**src/rtl/ldcm_pkg.sv**
```systemverilog
// ----------------------------------------------------------------------------
// ldcm_pkg
// types, constants and fixed point helpers of the distortion coordinate map
// ----------------------------------------------------------------------------
`default_nettype none

package ldcm_pkg;

   typedef logic signed [23:0] q_type;

   typedef enum logic [2:0] {
      REG_FOCAL_X  = 3'd0,
      REG_FOCAL_Y  = 3'd1,
      REG_CENTER_X = 3'd2,
      REG_CENTER_Y = 3'd3,
      REG_K1       = 3'd4,
      REG_K2       = 3'd5,
      REG_P1       = 3'd6,
      REG_P2       = 3'd7
   } csr_index_type;

   localparam logic signed [49:0] Q_MAX   = 50'sd8388607;
   localparam logic signed [49:0] Q_MIN   = -50'sd8388608;
   localparam logic signed [49:0] ONE_Q20 = 50'sd1048576;

   localparam logic [19:0] FOCAL_RESET  = 20'd262144;
   localparam logic [19:0] CENTER_RESET = 20'd262144;

   function automatic q_type sat24(input logic signed [49:0] v);
      q_type r;
      if (v > Q_MAX) begin
         r = q_type'(Q_MAX);
      end else if (v < Q_MIN) begin
         r = q_type'(Q_MIN);
      end else begin
         r = v[23:0];
      end
      return r;
   endfunction

   // floor of a q20 product by 2^20
   function automatic logic signed [27:0] fl20(input logic signed [47:0] p);
      return $signed(p[47:20]);
   endfunction

endpackage

`default_nettype wire

```
**src/rtl/ldcm_div.sv**
```systemverilog
// ----------------------------------------------------------------------------
// ldcm_div
// pipelined restoring divider: sat(trunc(diff * 2^20 / focal)), four bits a stage
// ----------------------------------------------------------------------------
`default_nettype none

module ldcm_div import ldcm_pkg::*; (
   input  logic                clock,
   input  logic                reset,
   input  logic                in_valid,
   input  logic signed [20:0]  in_diff,
   input  logic [19:0]         focal,
   output logic                out_valid,
   output q_type               out_quot
);

   localparam int STEPS  = 4;
   localparam int STAGES = 24 / STEPS;

   logic              valid_ff [0:STAGES+1];
   logic [19:0]       rem_ff   [0:STAGES];
   logic [23:0]       num_ff   [0:STAGES];
   logic [23:0]       quo_ff   [0:STAGES];
   logic              neg_ff   [0:STAGES];
   logic              ovf_ff   [0:STAGES];
   logic [19:0]       rem_in   [1:STAGES];
   logic [23:0]       num_in   [1:STAGES];
   logic [23:0]       quo_in   [1:STAGES];
   logic [19:0]       div_eff;
   logic [20:0]       mag_wide;
   logic [19:0]       mag;
   q_type             quot_in;
   q_type             quot_ff;

   assign div_eff  = (focal == 20'd0) ? 20'd1 : focal;
   assign mag_wide = in_diff[20] ? 21'(-in_diff) : 21'(in_diff);
   assign mag      = mag_wide[19:0];

   always_comb begin
      logic [20:0] t;
      logic [19:0] r;
      logic [23:0] n;
      logic [23:0] q;
      t = '0;
      for (int s = 1; s <= STAGES; s++) begin
         r = rem_ff[s-1];
         n = num_ff[s-1];
         q = quo_ff[s-1];
         for (int k = 0; k < STEPS; k++) begin
            t = {r, n[23]};
            n = {n[22:0], 1'b0};
            if (t >= {1'b0, div_eff}) begin
               t = t - {1'b0, div_eff};
               q = {q[22:0], 1'b1};
            end else begin
               q = {q[22:0], 1'b0};
            end
            r = t[19:0];
         end
         rem_in[s] = r;
         num_in[s] = n;
         quo_in[s] = q;
      end
   end

   always_comb begin
      logic [23:0] q;
      q = quo_ff[STAGES];
      if (!neg_ff[STAGES]) begin
         quot_in = (ovf_ff[STAGES] || q[23]) ? q_type'(Q_MAX) : $signed(q);
      end else if (ovf_ff[STAGES] || (q > 24'd8388608)) begin
         quot_in = q_type'(Q_MIN);
      end else begin
         quot_in = $signed(-q);
      end
   end

   always_ff @(posedge clock) begin
      if (reset) begin
         for (int s = 0; s <= STAGES + 1; s++) begin
            valid_ff[s] <= 1'b0;
         end
      end else begin
         valid_ff[0] <= in_valid;
         for (int s = 1; s <= STAGES + 1; s++) begin
            valid_ff[s] <= valid_ff[s-1];
         end
      end
   end

   always_ff @(posedge clock) begin
      rem_ff[0] <= {4'd0, mag[19:4]};
      num_ff[0] <= {mag[3:0], 20'd0};
      quo_ff[0] <= '0;
      neg_ff[0] <= in_diff[20];
      ovf_ff[0] <= ({4'd0, mag} >= {div_eff, 4'd0});
      for (int s = 1; s <= STAGES; s++) begin
         rem_ff[s] <= rem_in[s];
         num_ff[s] <= num_in[s];
         quo_ff[s] <= quo_in[s];
         neg_ff[s] <= neg_ff[s-1];
         ovf_ff[s] <= ovf_ff[s-1];
      end
      quot_ff <= quot_in;
   end

   assign out_valid = valid_ff[STAGES+1];
   assign out_quot  = quot_ff;

endmodule

`default_nettype wire

```
**config.mk**
```make
export PLATFORM = sky130hd
export DESIGN_NAME = ldcm_div
export DESIGN_NICKNAME = d
export VERILOG_FILES = /design/src/rtl/ldcm_pkg.sv /design/src/rtl/ldcm_div.sv
export SDC_FILE = /design/constraint.sdc
export NUM_CORES = 2
export LEC_CHECK = 0
export ABC_CLOCK_PERIOD_IN_PS = 17100
export BUFFER_PORTS_ARGS = -buffer_cell sky130_fd_sc_hd__buf_2
export CAP_MARGIN = 20
export CELL_PAD_IN_SITES_DETAIL_PLACEMENT = 1
export CELL_PAD_IN_SITES_GLOBAL_PLACEMENT = 1
export CORE_MARGIN = 2
export CORE_UTILIZATION = 50
export DETAILED_ROUTE_END_ITERATION = 8
export PLACE_DENSITY_LB_ADDON = 0.05
export SYNTH_ARGS = -nofsm -noshare
export SYNTH_HDL_FRONTEND = slang
export SYNTH_SLANG_ARGS = --single-unit
```
**constraint.sdc**
```tcl
create_clock -name clock -period 17.1 [get_ports clock]
set_input_delay 1.71 -clock clock [delete_from_list [all_inputs] [get_ports clock]]
set_output_delay 1.71 -clock clock [all_outputs]
set_load 0.01 [all_outputs]
```
-- After elaboration in Yosys (flattened, before gate mapping)
Memory sizes are Yosys's and may differ from the RTL's.
Index checks and enable logic that the tools add are counted.
- bits in registers: 24
- RAM bits: 470
- input port bits: 44
- output and inout port bits: 25
- memories: 6
- $add $sub $neg: 26
- magnitude comparators: 26
- multiplexer cells: 64
- bitwise operators: 8
- reduce and logical (&&, ||, !) cells: 3
- memory list (memory ; words ; bits a word ; rd ports ; clocked after Yosys merged registers in ; write ports ; line ; source):
    quo_ff ; 7 ; 24 ; 7 ; 0 ; 7 ; ldcm_div.sv:23 ; logic [23:0] quo_ff [0:STAGES];
    num_ff ; 7 ; 20 ; 6 ; 0 ; 7 ; ldcm_div.sv:22 ; logic [23:0] num_ff [0:STAGES];
    rem_ff ; 7 ; 20 ; 6 ; 0 ; 7 ; ldcm_div.sv:21 ; logic [19:0] rem_ff [0:STAGES];
    valid_ff ; 8 ; 1 ; 8 ; 0 ; 8 ; ldcm_div.sv:20 ; logic valid_ff [0:STAGES+1];
    neg_ff ; 7 ; 1 ; 7 ; 0 ; 7 ; ldcm_div.sv:24 ; logic neg_ff [0:STAGES];
    ovf_ff ; 7 ; 1 ; 7 ; 0 ; 7 ; ldcm_div.sv:25 ; logic ovf_ff [0:STAGES];
- operators by type and width (operator ; count):
    2-to-1 mux 20 bit ; 26
    greater-or-equal comparator 21 x 20 -> 1 bit ; 24
    subtractor 20 bit ; 24
    2-to-1 mux 24 bit ; 3
    2-to-1 mux 1 bit ; 35
    greater-or-equal comparator 20 x 24 -> 1 bit ; 1
    greater-than comparator 24 bit, second input constant ; 1
    negator 24 bit ; 1
    logical NOT 20 bit ; 1
    negator 20 bit ; 1
    bitwise OR 1 bit ; 8
    logical OR 1 bit ; 2

-- Longest topological paths before layout
- depth after elaboration: 10
- gate-level depth with buffers: 61
- depth with buffers taken out: 50

-- Least setup slack after synthesis
No wires, ideal clock.
- kind: input to register
- from: input focal[0]
- to: memory rem_ff[2][19]
- library setup time: 0.122 ns
- data arrival time: 14.022 ns
- data required time: 16.978 ns
- path slack: 2.956 ns
- stages: 57
- cell sequence: clkbuf_1 -> a41oi_2 -> clkbuf_1 -> nor2_1 -> clkinv_1 -> buf_1 -> buf_1 -> clkbuf_1 -> buf_1 -> ha_1 -> nand3_1 -> nor4_1 -> nor3_1 -> o211ai_1 -> a21oi_2 -> inv_1 -> clkbuf_1 -> buf_1 -> [... 21 more ...] -> or4b_1 -> clkbuf_1 -> nand2_1 -> buf_4 -> mux2i_1 -> ha_1 -> a21o_1 -> a21o_1 -> a21oi_1 -> o21ai_0 -> a21o_1 -> a311o_1 -> o21ba_2 -> or2_2 -> a211o_1 -> nand2_1 -> inv_2 -> a221o_1
- RTL lines (what ; line ; source):
    start, declared ; ldcm_div.sv:12 ; input logic [19:0] focal,
    end, declared ; ldcm_div.sv:21 ;

==> flow_summary.json <==
{
  "start_util_pct": 50.6,
  "finalCritPeriodShare_pct": 94.1,
  "endpoint_kind": "register",
  "place_ws_ns": 0.700,
  "core_sq_mm": 0.0674,
  "synth_top_cell_by_area": "ha_1",
  "crit_fanout": 19,
  "drt_first_pass_iters": 6,
  "clock_path_buffers": 3,
  "rrSetupSlack_ns": 3.13,
  "synthesis.nets": 4920,
  "yosys_warnings": 0,
  "tightest_slew_ns": 1.07,
  "finalCriticalPeriod_ns": 16.10,
  "final_area_sq_mm": 0.0371,
  "multi_input_area_sq_mm": 0.0279,
  "crit_arrival_ns": 16.55,
  "cts_sinks": 250,
  "cts_inserted_buffers": 35,
  "postCtsHoldBufs": 0,
  "grt_usage_pct": 36.5,
  "ys.flop_type": "dfxtp_1",
  "setup_violations": 0,
  "synth_top_area_share_pct": 17.6,
  "cts_root_buf": "clkbuf_16",
  "syn_area_sq_mm": 0.0341,
  "route.detailed.drc": 0,
  "relSlewSlack_pct": 26.8,
  "die-area_sq_mm": 0.0704,
  "worst_setup_hold_path_clk_slew_ns": 0.06,
  "htreeDepth": 2,
  "dr_total_vias": 35075,
  "die_y_um": 265,
  "rsz0062_at_grt": "no",
  "area_growth_pct": 8.66,
  "synthArstFlopShare_pct": 0,
  "max_cap_viol_count": 0,
  "status": "finished, final reports clean",
  "hpwlAfterDp_um": 104000,
  "final_common_cell": "ha_1",
  "wl_per_cell_um": 24.5,
  "io_pins": 69,
  "synth-edff-count": 0,
  "ff_latch_area_sq_mm": 0.00500,
  "netlist_instances": 4386,
  "placed_area_sq_mm": 0.0358,
  "hp-class": "register to register",
  "crit_slowest_cell": "nor4_2",
  "gp_congestion": 0.976,
  "skew_ns": 0.0271,
  "io_buffers": 68,
  "synth_cell_types": 108,
  "reg2reg_depth": 42,
  "grt_max_degree": 31,
  "drt-vias-per-instance": 6.53,
  "nNetsFinal": 5001,
  "min_path_cells": 0,
  "cts_tree": "done",
  "clk_latency_ns": 0.59,
  "final_util_pct": 55.0,
  "die_w_um": 265,
  "synth_seq_cells": 250,
  "cts_setup_buffers": 0,
  "syn_avg_cell_area_sq_um": 7.78,
  "critical-path-max-stage-delay_ns": 0.71,
  "grt_pass1_vias": 34860,
  "cp-start-kind": "input pin",
  "crit_type": "input pin to register",
  "wl_um": 132000,
  "antenna_found_initial": 4,
  "fmax_mhz": 62.1,
  "crit_required_ns": 17.55,
  "n_fill_cell": 8499,
  "ys_seq_area_share_pct": 14.7,
  "slew_viol_final": 0,
  "grt_pass1_wl_um": 204000,
  "hold_violations": 0,
  "cts.repair.resized": 0,
  "dr.first_iter.drc_count": 2647,
  "postLayoutSetupSlackWorst_ns": 1.00,
  "setup_tns_ns": 0,
  "synth_area_leaders": "ha_1 (18%), dfxtp_1 (15%), a21oi_1 (6.1%)",
  "drive_above_1_share_pct": 10.1,
  "row_count": 95,
  "grt.overflow.total": 0,
  "drtAntennaViolNets": 0,
  "layout_common_cells": "ha_1 (481), a21oi_1 (414), nand2_1 (328), nor2_1 (305), o21ai_0 (285)"
}
final cells by class:
class                   count  area share [%]
flip-flops and latches    250            13.5
diodes                      2          0.0135
clock buffers              42            2.54
inverters                 232            2.35
well taps                 873            2.95
clock inverters            22           0.938
repair buffers            147            2.55
multi-input cells        3801            75.2
cell families (layout without fill, tap and decap cells):
group / count (synthesis) / count (layout) / synth area share (%)
compound gates: 1464 / 1464 / 28.2
simple gates: 1238 / 1238 / 17.9
fa+ha+maj: 490 / 490 / 18.2
xor+xnor: 364 / 364 / 9.34
buf+inv: 335 / 443 / 3.84
flops: 250 / 250 / 14.7
mux: 245 / 245 / 7.89
other cells: 0 / 2 / 0
worst max-delay path: cells and delay by family:
kind | cells | cell delay (ns)
mux | 2 | 0.78
compound gates | 25 | 7.85
simple gates | 11 | 2.97
xor+xnor | 1 | 0.17
buf+inv | 7 | 1.31
fa+ha+maj | 5 | 1.69
flip-flops by register name (all words and copies together), names as in the netlist:
name,cells
rem_ff,116
quo_ff,84
out_quot,24
valid_ff,8
neg_ff,7
ovf_ff,7
num_ff,4
routing by layer:
layer / routed length [um] / part of all wire, % / GRT usage, % / vias up
met5: 27 / 0.021 / 0 / -
met4: 5380 / 4.1 / 13.6 / 4
met3: 8020 / 6.1 / 4.33 / 269
met2: 57100 / 43 / 57.7 / 1061
met1: 61000 / 46 / 50.6 / 17202
li1: - / - / - / 16539
worst paths after layout:
path | start | to
min | ovf_ff[1]$_DFF_P_ | ovf_ff[2]$_DFF_P_
min reg2reg | ovf_ff[1]$_DFF_P_ | ovf_ff[2]$_DFF_P_
max | focal[0] | rem_ff[1][2]$_DFF_P_
max reg2reg | rem_ff[1][2]$_DFF_P_ | rem_ff[2][19]$_DFF_P_
through the flow:
stage	cells	hold slack (ns)
6_report	5369	0.311
5_1_grt	5367	0.324
4_1_cts	5366	0.306
3_5_place_dp	5302	0.313
3_3_place_gp	5301	0.310
2_1_floorplan	4386	0.310
Yosys cell counts, types with 18 or more instances:
cell type  count
o21bai_1      51
nand2b_1      61
mux2i_1       79
nand2_1      328
a21oi_1      415
nand3_1       95
or2_2         35
and2_1        34
nor2_1       306
mux2_1        20
o21ai_0      285
or3_1         46
o221ai_1      26
a21boi_0      24
buf_2         25
inv_1        221
o211ai_1      38
a21o_1       169
xnor2_1      237
xor2_1       127
o31ai_1       44
ha_1         481
a211oi_1      47
mux2_2       137
dfxtp_1      250
nor4_1        21
nor2b_1       45
a31oi_1       41
and3_1        46
a211o_1       21
a221o_1       21
clkbuf_1      62
nor3_1        85
o21a_1        83
nand4_1       66
o311ai_0      18
Power is not shown: default switching activity piles up to over one toggle a cycle in this logic, so the estimate is an artifact.
